<file path="config.mk">
export PLATFORM = sky130hd
export DESIGN_NAME = metronome_beat_timer
export DESIGN_NICKNAME = d
export VERILOG_FILES = /design/src/sv/mbt_pkg.sv /design/src/sv/metronome_beat_timer.sv
export SDC_FILE = /design/constraint.sdc
export NUM_CORES = 1
export LEC_CHECK = 0
export BUFFER_PORTS_ARGS = -buffer_cell sky130_fd_sc_hd__buf_2
export CAP_MARGIN = 20
export CORE_ASPECT_RATIO = 0.9
export CORE_MARGIN = 1.5
export CORE_UTILIZATION = 25
export DETAILED_ROUTE_END_ITERATION = 10
export PLACE_DENSITY_LB_ADDON = 0.12
export SLEW_MARGIN = 15
export SYNTH_ARGS = -nofsm -noshare
export SYNTH_HDL_FRONTEND = slang
export SYNTH_SLANG_ARGS = --single-unit
</file>
<file path="constraint.sdc">
create_clock -name clock -period 6.3 [get_ports clock]
set_input_delay 0.945 -clock clock [delete_from_list [all_inputs] [get_ports clock]]
set_output_delay 0.945 -clock clock [all_outputs]
set_load 0.03 [all_outputs]
</file>
<file path="src/sv/mbt_pkg.sv">
// Shared constants for the metronome beat timer.
`default_nettype none
package mbt_pkg;

   // Default width of the wrapping millisecond time base
   localparam int TIME_BITS_DEF = 32;

   // Port widths
   localparam int NOW_W   = 32;
   localparam int TEMPO_W = 10;
   localparam int MEAS_W  = 3;
   localparam int DUTY_W  = 13;
   localparam int RSP_W   = 16;
   localparam int CSR_A_W = 1;

   // Register indexes on the configuration channel
   localparam logic [CSR_A_W-1:0] REG_TEMPO   = 1'd0;
   localparam logic [CSR_A_W-1:0] REG_MEASURE = 1'd1;

   // Reset values of the registers
   localparam logic [TEMPO_W-1:0] TEMPO_RST   = 10'd200;
   localparam logic [MEAS_W-1:0]  MEASURE_RST = 3'd2;

   // Beat period numerator and the serial divider it sets
   localparam int                 DIVIDEND_W    = 16;
   localparam logic [DIVIDEND_W-1:0] MS_PER_MINUTE = 16'd60000;

   // Beep length and tone compare values
   localparam logic [5:0]        BEEP_MS     = 6'd50;
   localparam logic [DUTY_W-1:0] DUTY_NORMAL = 13'd2000;
   localparam logic [DUTY_W-1:0] DUTY_ACCENT = 13'd8000;

endpackage : mbt_pkg
`default_nettype wire

</file>
<file path="src/sv/metronome_beat_timer.sv">
// Metronome beat timer: serial tempo divider and one shared adder/comparator under a sequencer.
// Each taken request runs 16-bit restoring division for 60000/tempo, then compare/add steps
// on the shared TIME_BITS adder (compare next beat, add period and beep length only when a
// beat starts, compare beep end), then loads the result once the result side is free.
// A new request is not taken until the last result is loaded; req_tready is high only while
// the sequencer idles.
// Synchronous active-high reset clears all beat state and loads tempo 200, measure 2.
`default_nettype none
module metronome_beat_timer
   import mbt_pkg::*;
#(
   parameter int TIME_BITS = TIME_BITS_DEF
) (
   input  wire logic                clock,
   input  wire logic                reset,
   // Request channel
   input  wire logic                req_tvalid,
   output      logic                req_tready,
   input  wire logic [NOW_W-1:0]    req_tdata,   // [31:0] now_ms
   // Result channel
   output      logic                rsp_tvalid,
   input  wire logic                rsp_tready,
   output      logic [RSP_W-1:0]    rsp_tdata,   // [0] beep_active, [1] accent_beat,
                                                 // [14:2] tone_duty, [15] beat_started
   // Configuration channel
   input  wire logic                csr_valid,
   output      logic                csr_ready,
   input  wire logic [CSR_A_W-1:0]  csr_addr,
   input  wire logic [TEMPO_W-1:0]  csr_data
);

   // Sequencer codes
   localparam logic [2:0] S_IDLE = 3'd0;
   localparam logic [2:0] S_DIV  = 3'd1;
   localparam logic [2:0] S_CMPN = 3'd2;
   localparam logic [2:0] S_ADDP = 3'd3;
   localparam logic [2:0] S_ADDE = 3'd4;
   localparam logic [2:0] S_CMPE = 3'd5;
   localparam logic [2:0] S_OUT  = 3'd6;

   localparam int CNT_W = $clog2(DIVIDEND_W);

   // Registers
   logic [2:0]            state_ff, state_in;
   logic [TEMPO_W-1:0]    tempo_ff, tempo_in;
   logic [MEAS_W-1:0]     meas_ff, meas_in;
   logic [TIME_BITS-1:0]  now_ff, now_in;
   logic [TIME_BITS-1:0]  next_beat_ff, next_beat_in;
   logic [TIME_BITS-1:0]  beep_end_ff, beep_end_in;
   logic [MEAS_W-1:0]     beat_cnt_ff, beat_cnt_in;
   logic                  beeping_ff, beeping_in;
   logic                  chosen_ff, chosen_in;
   logic                  accent_ff, accent_in;
   logic [DUTY_W-1:0]     duty_ff, duty_in;
   logic                  started_ff, started_in;
   logic [TEMPO_W-1:0]    rem_ff, rem_in;
   logic [DIVIDEND_W-1:0] quo_ff, quo_in;
   logic [CNT_W-1:0]      cnt_ff, cnt_in;
   logic                  rsp_valid_ff, rsp_valid_in;
   logic [RSP_W-1:0]      rsp_data_ff, rsp_data_in;

   // Shared adder/comparator
   logic [TIME_BITS-1:0]  alu_a, alu_b;
   logic                  alu_sub;
   logic [TIME_BITS:0]    alu_sum;
   logic                  alu_carry;

   logic [TEMPO_W-1:0]    tempo_eff;
   logic [TEMPO_W:0]      rem_shift;
   logic [MEAS_W-1:0]     cnt_clean;
   logic                  req_fire;
   logic                  rsp_free;

   assign req_tready = (state_ff == S_IDLE);
   assign req_fire   = req_tvalid && req_tready;
   assign csr_ready  = 1'b1;
   assign rsp_tvalid = rsp_valid_ff;
   assign rsp_tdata  = rsp_data_ff;
   assign rsp_free   = !rsp_valid_ff || rsp_tready;

   // Treat zero tempo as one beat per minute
   assign tempo_eff = (tempo_ff == '0) ? TEMPO_W'(1) : tempo_ff;

   // Next partial remainder of the restoring divider
   assign rem_shift = {rem_ff, quo_ff[DIVIDEND_W-1]};

   // Clear a count that has run past the measure size
   assign cnt_clean = (beat_cnt_ff > meas_ff) ? '0 : beat_cnt_ff;

   // Select operands for the shared unit
   always_comb begin
      alu_a   = now_ff;
      alu_b   = now_ff;
      alu_sub = 1'b1;
      case (state_ff)
         S_DIV: begin
            alu_a = TIME_BITS'(rem_shift);
            alu_b = TIME_BITS'(tempo_eff);
         end
         S_CMPN: begin
            alu_a = next_beat_ff;
         end
         S_ADDP: begin
            alu_b   = TIME_BITS'(quo_ff);
            alu_sub = 1'b0;
         end
         S_ADDE: begin
            alu_b   = TIME_BITS'(BEEP_MS);
            alu_sub = 1'b0;
         end
         S_CMPE: begin
            alu_a = beep_end_ff;
         end
         default: begin
            alu_sub = 1'b1;
         end
      endcase
   end

   assign alu_sum   = {1'b0, alu_a} + {1'b0, (alu_sub ? ~alu_b : alu_b)}
                      + (TIME_BITS + 1)'(alu_sub);
   assign alu_carry = alu_sum[TIME_BITS];

   // Sequencer and datapath
   always_comb begin
      state_in     = state_ff;
      tempo_in     = tempo_ff;
      meas_in      = meas_ff;
      now_in       = now_ff;
      next_beat_in = next_beat_ff;
      beep_end_in  = beep_end_ff;
      beat_cnt_in  = beat_cnt_ff;
      beeping_in   = beeping_ff;
      chosen_in    = chosen_ff;
      accent_in    = accent_ff;
      duty_in      = duty_ff;
      started_in   = started_ff;
      rem_in       = rem_ff;
      quo_in       = quo_ff;
      cnt_in       = cnt_ff;
      rsp_valid_in = rsp_valid_ff;
      rsp_data_in  = rsp_data_ff;

      // Drop the result once taken
      if (rsp_valid_ff && rsp_tready) begin
         rsp_valid_in = 1'b0;
      end

      // Take register writes
      if (csr_valid) begin
         case (csr_addr)
            REG_TEMPO:   tempo_in = csr_data;
            REG_MEASURE: meas_in  = csr_data[MEAS_W-1:0];
            default:     tempo_in = tempo_ff;
         endcase
      end

      case (state_ff)
         S_IDLE: begin
            if (req_fire) begin
               now_in      = TIME_BITS'(req_tdata);
               beat_cnt_in = cnt_clean;
               // Choose the next beat's settings while the beep is off
               if (!beeping_ff && !chosen_ff) begin
                  if (cnt_clean != meas_ff) begin
                     duty_in   = DUTY_NORMAL;
                     accent_in = 1'b0;
                  end else begin
                     duty_in     = DUTY_ACCENT;
                     accent_in   = 1'b1;
                     beat_cnt_in = '0;
                  end
                  chosen_in = 1'b1;
               end
               rem_in   = '0;
               quo_in   = MS_PER_MINUTE;
               cnt_in   = '0;
               state_in = S_DIV;
            end
         end
         S_DIV: begin
            // One quotient bit per cycle
            if (alu_carry) begin
               rem_in = alu_sum[TEMPO_W-1:0];
            end else begin
               rem_in = rem_shift[TEMPO_W-1:0];
            end
            quo_in = {quo_ff[DIVIDEND_W-2:0], alu_carry};
            cnt_in = cnt_ff + CNT_W'(1);
            if (cnt_ff == CNT_W'(DIVIDEND_W - 1)) begin
               state_in = S_CMPN;
            end
         end
         S_CMPN: begin
            // Beat due when the stored time is below now
            started_in = !alu_carry;
            state_in   = alu_carry ? S_CMPE : S_ADDP;
         end
         S_ADDP: begin
            next_beat_in = alu_sum[TIME_BITS-1:0];
            state_in     = S_ADDE;
         end
         S_ADDE: begin
            beep_end_in = alu_sum[TIME_BITS-1:0];
            beeping_in  = 1'b1;
            beat_cnt_in = beat_cnt_ff + MEAS_W'(1);
            chosen_in   = 1'b0;
            state_in    = S_CMPE;
         end
         S_CMPE: begin
            // Stop the beep once now passes its end
            if (!alu_carry) begin
               beeping_in = 1'b0;
            end
            state_in = S_OUT;
         end
         S_OUT: begin
            // Hold until the result register is free
            if (rsp_free) begin
               rsp_valid_in = 1'b1;
               rsp_data_in  = {started_ff, duty_ff, accent_ff, beeping_ff};
               state_in     = S_IDLE;
            end
         end
         default: begin
            state_in = S_IDLE;
         end
      endcase
   end

   // Control state
   always_ff @(posedge clock) begin
      if (reset) begin
         state_ff     <= S_IDLE;
         tempo_ff     <= TEMPO_RST;
         meas_ff      <= MEASURE_RST;
         next_beat_ff <= '0;
         beep_end_ff  <= '0;
         beat_cnt_ff  <= '0;
         beeping_ff   <= 1'b0;
         chosen_ff    <= 1'b0;
         accent_ff    <= 1'b0;
         duty_ff      <= '0;
         started_ff   <= 1'b0;
         cnt_ff       <= '0;
         rsp_valid_ff <= 1'b0;
      end else begin
         state_ff     <= state_in;
         tempo_ff     <= tempo_in;
         meas_ff      <= meas_in;
         next_beat_ff <= next_beat_in;
         beep_end_ff  <= beep_end_in;
         beat_cnt_ff  <= beat_cnt_in;
         beeping_ff   <= beeping_in;
         chosen_ff    <= chosen_in;
         accent_ff    <= accent_in;
         duty_ff      <= duty_in;
         started_ff   <= started_in;
         cnt_ff       <= cnt_in;
         rsp_valid_ff <= rsp_valid_in;
      end
   end

   // Payload
   always_ff @(posedge clock) begin
      now_ff      <= now_in;
      rem_ff      <= rem_in;
      quo_ff      <= quo_in;
      rsp_data_ff <= rsp_data_in;
   end

endmodule : metronome_beat_timer
`default_nettype wire

</file>
==> metrics.txt, run 1 <==
Worst Setup End Kind flop; relative slew slack 31.0%; CTS Sinks 157; Synth Area in Adders 5.03%; critical path launch point state_ff[1]; die area 38600 um2; Max Freq 0.186 GHz; slowest CP cell a221o_1; n_diodes 0; Die Y 186 um; Synth Area in Compound Gates 27.7%; Final nets 1194; total gr overflow 0; largest area contributor in the netlist edfxtp_1; fraction of layout cells with a size suffix above 1 12.5%; main combinational cell family by area after synthesis compound AO/OA/AOI/OAI gates; post-cts resize count 0; Design Power 6.26 mW; core footprint 36500 um2; worst reg-to-reg path cell count 17; ys flop type dfxtp_1; initial DRC count 600; number of synthesized register bits 157; worst r2r src state_ff[1]; GRT Total Usage 16.7%; H-tree depth 4; Seq/Total Area, Yosys 40.4%; Setup TNS 0 ps; # Post-CTS Setup Buffers 0; Final Util 29.2%; initial antenna violation count 1; remaining antenna violation count after routing 0; crit path to rem_ff[6]; critical path arrival 5560 ps; XOR/XNOR Fraction of Synth Area 2.54%; Inserted Clock Buffers 17; average cell area after synthesis 8.57 um2; I/O Pins 67; clock tree from TritonCTS built; DRC viols 0; clk buf depth 2; CP Cell Sequence buf_4, xor2_4, o221ai_2, a21oi_1, nand2_1, o21ai_0, fa_1, a21o_1, a21oi_1, o21a_1, o21ai_1, buf_4, o22ai_1, o31ai_1, a221o_1, mux2i_1, nor2_1; Final Hold Viols 0; worst path bufs/invs 2; Fillers 3934; maxcap violations 0; Synth Instances 1090; Cell variety after synth 73; first-pass GRT wire length 48800 um; Final Routed Wirelength 31500 um; Cells after DPL 1565; power density over the cells 588 nW/um2; final non-filler cell total 1598; Placer Congestion 0.872; Synth Area in Simple Gates 17.8%; largest net degree at the start of global routing 60; CP delay by family, top compound AO/OA/AOI/OAI gates; Avg WL per Cell 19.7 um; number of synthesized flops with an enable pin 63; minimum clock period 5360 ps; number of global-route vias before repair 7803; Area contributors post-synth edfxtp_1 (20%), dfxtp_1 (20%), a21oi_1 (6.4%); Crit path required time 6490 ps; Setup crit start kind flop; Worst path max stage delay 740 ps; area delta synth->final 14.1%; Placement Rows 66; Hold Path Depth 0; fin. max-slew vios 0; drt first pass iters 5; Peak VDD IR 0.228 mV; outcome finished clean; # setup viols final 0; Post-synth ARST share 0%; number of synthesis warnings 0; Synth top area share 20.2%; CP max FO 24; synthesized area 9350 um2; Buffers on Ports 60; clk_skew 14.3 ps; DPL Wire Length 21900 um; critical path class flop to flop; clk slew on worst S/H paths 70 ps; worst-margin pin slew 1030 ps; clk root buf clkbuf_16; mux contribution to synthesized area 1.31%; unrepaired setup endpoints after global routing false; Hold Crit Class flop to flop; initial core utilization 25.6%; cts hold-fix bufs 0; Skew-Pair Late Insertion Delay 450 ps; Die X 207 um; Tcrit/Tclk final 85.1%; Pleak 3.96 nW; DR vias 8201; FF-to-FF setup slack 940 ps; Via density 5.13; R2R Path End rem_ff[6]; Stages on worst setup path 17
## worst register-to-register path, delay by kind of cell, from the launching register on
family,cells,cell delay [ps]
xor gates and xnor gates,1,360
adders and majority gates,1,290
muxes,1,300
buffers and inverters,2,540
and+or+nand+nor,2,170
DFF,1,660
AOI/OAI and AO/OA,10,2790
## sequential cells by signal (all words and copies together), names as in the netlist, 4 cells and up
signal        count
rem_ff           10
quo_ff           16
beep_end_ff      32
cnt_ff            4
now_ff           32
tempo_ff         10
next_beat_ff     32
rsp_tdata         5
## cell families (layout without fill, tap and decap cells)
logic type / after synthesis / after routing
AO/OA/AOI/OAI: 395 / 395
AND/OR/NAND/NOR: 353 / 353
flip-flops: 157 / 157
buffers and inverters: 109 / 137
adder cells (fa/ha/maj): 37 / 37
XOR/XNOR: 25 / 25
multiplexers: 12 / 12
other: 2 / 6
## power by group
group          internal [mW]  switching [mW]
clock                  0.569           0.457
combinational           1.33            2.37
sequential              1.33           0.213
total                   3.23            3.04
## through the flow
step / hold WS (ps) / setup slack, ps / instance area [um2]
after floorplan: 402 / 2080 / 9360
after global placement: 435 / 1110 / 10100
after detailed placement: 429 / 953 / 10100
after CTS: 437 / 915 / 10600
after global routing: 450 / 463 / 10700
final: 435 / 938 / 10700
## area by class of cell
cell class	count	area (um2)	area share, %
multi-input combinational	828	5120	48.1
sequential	157	3780	35.4
tap	476	596	5.59
timing repair buffer	88	533	5.00
clock buffer	21	460	4.32
clock inverter	11	108	1.01
inverter	17	63.8	0.599
## cells in the final DEF (no fill, tap or decap), types with 8 or more instances in the layout
cell and count:
o21a_1 9, and2_1 13, mux2i_1 10, o22ai_1 16, nand2_1 157, a221oi_1 20
a21oi_1 120, nor3_1 10, ha_1 36, a31oi_1 10, edfxtp_1 63, a221o_1 9
xnor2_1 17, nor2_1 65, nand4_1 8, and3_1 11, nand3_1 22, a22o_1 31
buf_4 28, o21ai_0 89, buf_2 59, inv_1 15, nand2b_1 14, a21o_1 29
clkbuf_16 17, a211oi_1 18, dfxtp_1 91
## cell usage after synthesis (16+ instances only)
cell type and count:
clkbuf_1 67, dfxtp_1 94, nand3_1 22, a22o_1 31, o21ai_0 89, o22ai_1 16, ha_1 36, inv_1 16
xnor2_1 17, a21o_1 29, edfxtp_1 63, a221oi_1 20, nor2_1 68, a21oi_1 120, nand2_1 157, a211oi_1 18
## metal layers
| layer | vias to the layer above | track usage (%) | share of wire, % |
|---|---|---|---|
| met3 | 18 | 3.48 | 4.6 |
| met5 | - | 0 | 0 |
| li1 | 4053 | - | - |
| met2 | 191 | 24.6 | 44 |
| met4 | 0 | 3.96 | 0.89 |
| met1 | 3939 | 24.7 | 51 |
## worst min-delay path by stage
| stage | end | startpoint | slack [ps] |
|---|---|---|---|
| finish | rsp_tdata[12] | duty_ff[10] | 440 |
| CTS | rsp_tdata[12] | duty_ff[10] | 440 |
| floorplan | rsp_tdata[15] | started_ff | 400 |
| detailed placement | rsp_tdata[12] | duty_ff[10] | 430 |
| global route | rsp_tdata[12] | duty_ff[10] | 450 |
| global placement | rsp_tdata[14] | duty_ff[11] | 430 |
No activity file was read; power rests on OpenSTA's default activity.
==> inputs of run 2 (changes only) <==
- CELL_PAD_IN_SITES_DETAIL_PLACEMENT: default -> 1
- CELL_PAD_IN_SITES_GLOBAL_PLACEMENT: default -> 1
- CORE_ASPECT_RATIO: 0.9 -> default
- clock period: 6.3 -> 6.2 ns (I/O delays scaled with it)
==> metrics.txt, run 2 (synthesis results as in run 1) <==
largest net degree at the start of global routing 69; H-tree depth 4; crit path to rem_ff[4]; GRT Total Usage 17.8%; fin. max-slew vios 0; Tcrit/Tclk final 87.1%; worst r2r src state_ff[1]; remaining antenna violation count after routing 0; relative slew slack 34.2%; leading cell types in the layout, fill and taps excluded nand2_1 (157), a21oi_1 (120), dfxtp_1 (91); # Post-CTS Setup Buffers 0; worst-margin pin slew 988 ps; unrepaired setup endpoints after global routing false; post-cts resize count 0; Die Y 196 um; critical path class flop to flop; clk_skew 15.7 ps; Final Hold Viols 0; Pleak 3.98 nW; Max Freq 0.185 GHz; DPL Wire Length 23700 um; Avg WL per Cell 20.8 um; cts hold-fix bufs 0; critical path arrival 5590 ps; clk buf depth 2; maxcap violations 0; critical path launch point state_ff[1]; area delta synth->final 14.4%; FF-to-FF setup slack 800 ps; initial core utilization 25.5%; Setup TNS 0 ps; CP max FO 23; Final Routed Wirelength 33200 um; total gr overflow 0; outcome finished clean; Buffers on Ports 60; first-pass GRT wire length 52600 um; Worst Setup End Kind flop; commonest non-fill, non-tap cell in the layout nand2_1; Cells after DPL 1561; minimum clock period 5400 ps; clk slew on worst S/H paths 70 ps; Setup crit start kind flop; # setup viols final 0; Skew-Pair Late Insertion Delay 460 ps; I/O Pins 67; drt first pass iters 5; Top Registers beep_end_ff (32), next_beat_ff (32), now_ff (32); Hold Crit Class flop to flop; Die X 196 um; DRC viols 0; power density over the cells 598 nW/um2; final non-filler cell total 1593; core footprint 36700 um2; Final nets 1197; n_diodes 0; fraction of layout cells with a size suffix above 1 12.9%; Via density 5.26; R2R Path End rem_ff[4]; DR vias 8376; Inserted Clock Buffers 17; Placement Rows 70; clk root buf clkbuf_16; number of global-route vias before repair 8766; worst reg-to-reg path cell count 15; Peak VDD IR 0.233 mV; Crit path required time 6390 ps; initial DRC count 394; clock tree from TritonCTS built; Placer Congestion 0.771; initial antenna violation count 0; Final Util 29.1%; CTS Sinks 157; die area 38600 um2
run 2: how the worst min path moves through the flow:
stage	from	endpoint	slack (ps)	cells past startpoint
3_3_place_gp	duty_ff[7]	rsp_tdata[9]	430	0
4_1_cts	duty_ff[7]	rsp_tdata[9]	450	0
2_1_floorplan	started_ff	rsp_tdata[15]	400	0
3_5_place_dp	duty_ff[7]	rsp_tdata[9]	430	0
6_report	duty_ff[7]	rsp_tdata[9]	440	0
5_1_grt	duty_ff[7]	rsp_tdata[9]	460	0
run 2: power by group:
group | switching, mW | internal [mW] | total (mW)
registers | 0.209 | 1.35 | 1.56
clock network | 0.534 | 0.544 | 1.08
logic | 2.40 | 1.35 | 3.75
run 2: layout make-up:
class | instances | area [um2]
fill | 4260 | 26000
multi-input combinational | 828 | 5120
sequential | 157 | 3780
tap | 468 | 586
timing repair buffer | 91 | 536
clock buffer | 17 | 425
clock inverter | 15 | 178
inverter | 17 | 63.8
run 2: worst max-delay path: stages, from the launching register on:
cell and delay [ps]:
dfxtp_2 690, buf_4 340, mux2_2 370, o21ai_0 300
a32oi_4 120, o21ai_0 250, fa_1 260, a21o_1 120
a21oi_1 120, o21a_1 220, o21ai_1 390, o22ai_1 250
o31ai_1 470, a221o_1 880, mux2i_1 280, nor2_1 60
run 2: metal layers:
| layer | global-route usage [%] | vias up | routed length [um] |
|---|---|---|---|
| li1 | - | 4066 | - |
| met1 | 24.0 | 4167 | 16600 |
| met2 | 29.0 | 118 | 15100 |
| met3 | 3.15 | 25 | 894 |
| met4 | 5.24 | 0 | 570 |
| met5 | 0 | - | 0 |
run 2: metrics by stage:
stage | area (um2) | total power [mW] | worst slack [ps] | hold slack [ps]
finish | 10700 | 6.39 | 801 | 438
global route | 10700 | 6.92 | 381 | 460
CTS | 10700 | 6.46 | 722 | 445
detailed placement | 10100 | 5.34 | 768 | 427
global placement | 10100 | 5.39 | 863 | 426
floorplan | 9360 | 4.15 | 1980 | 402
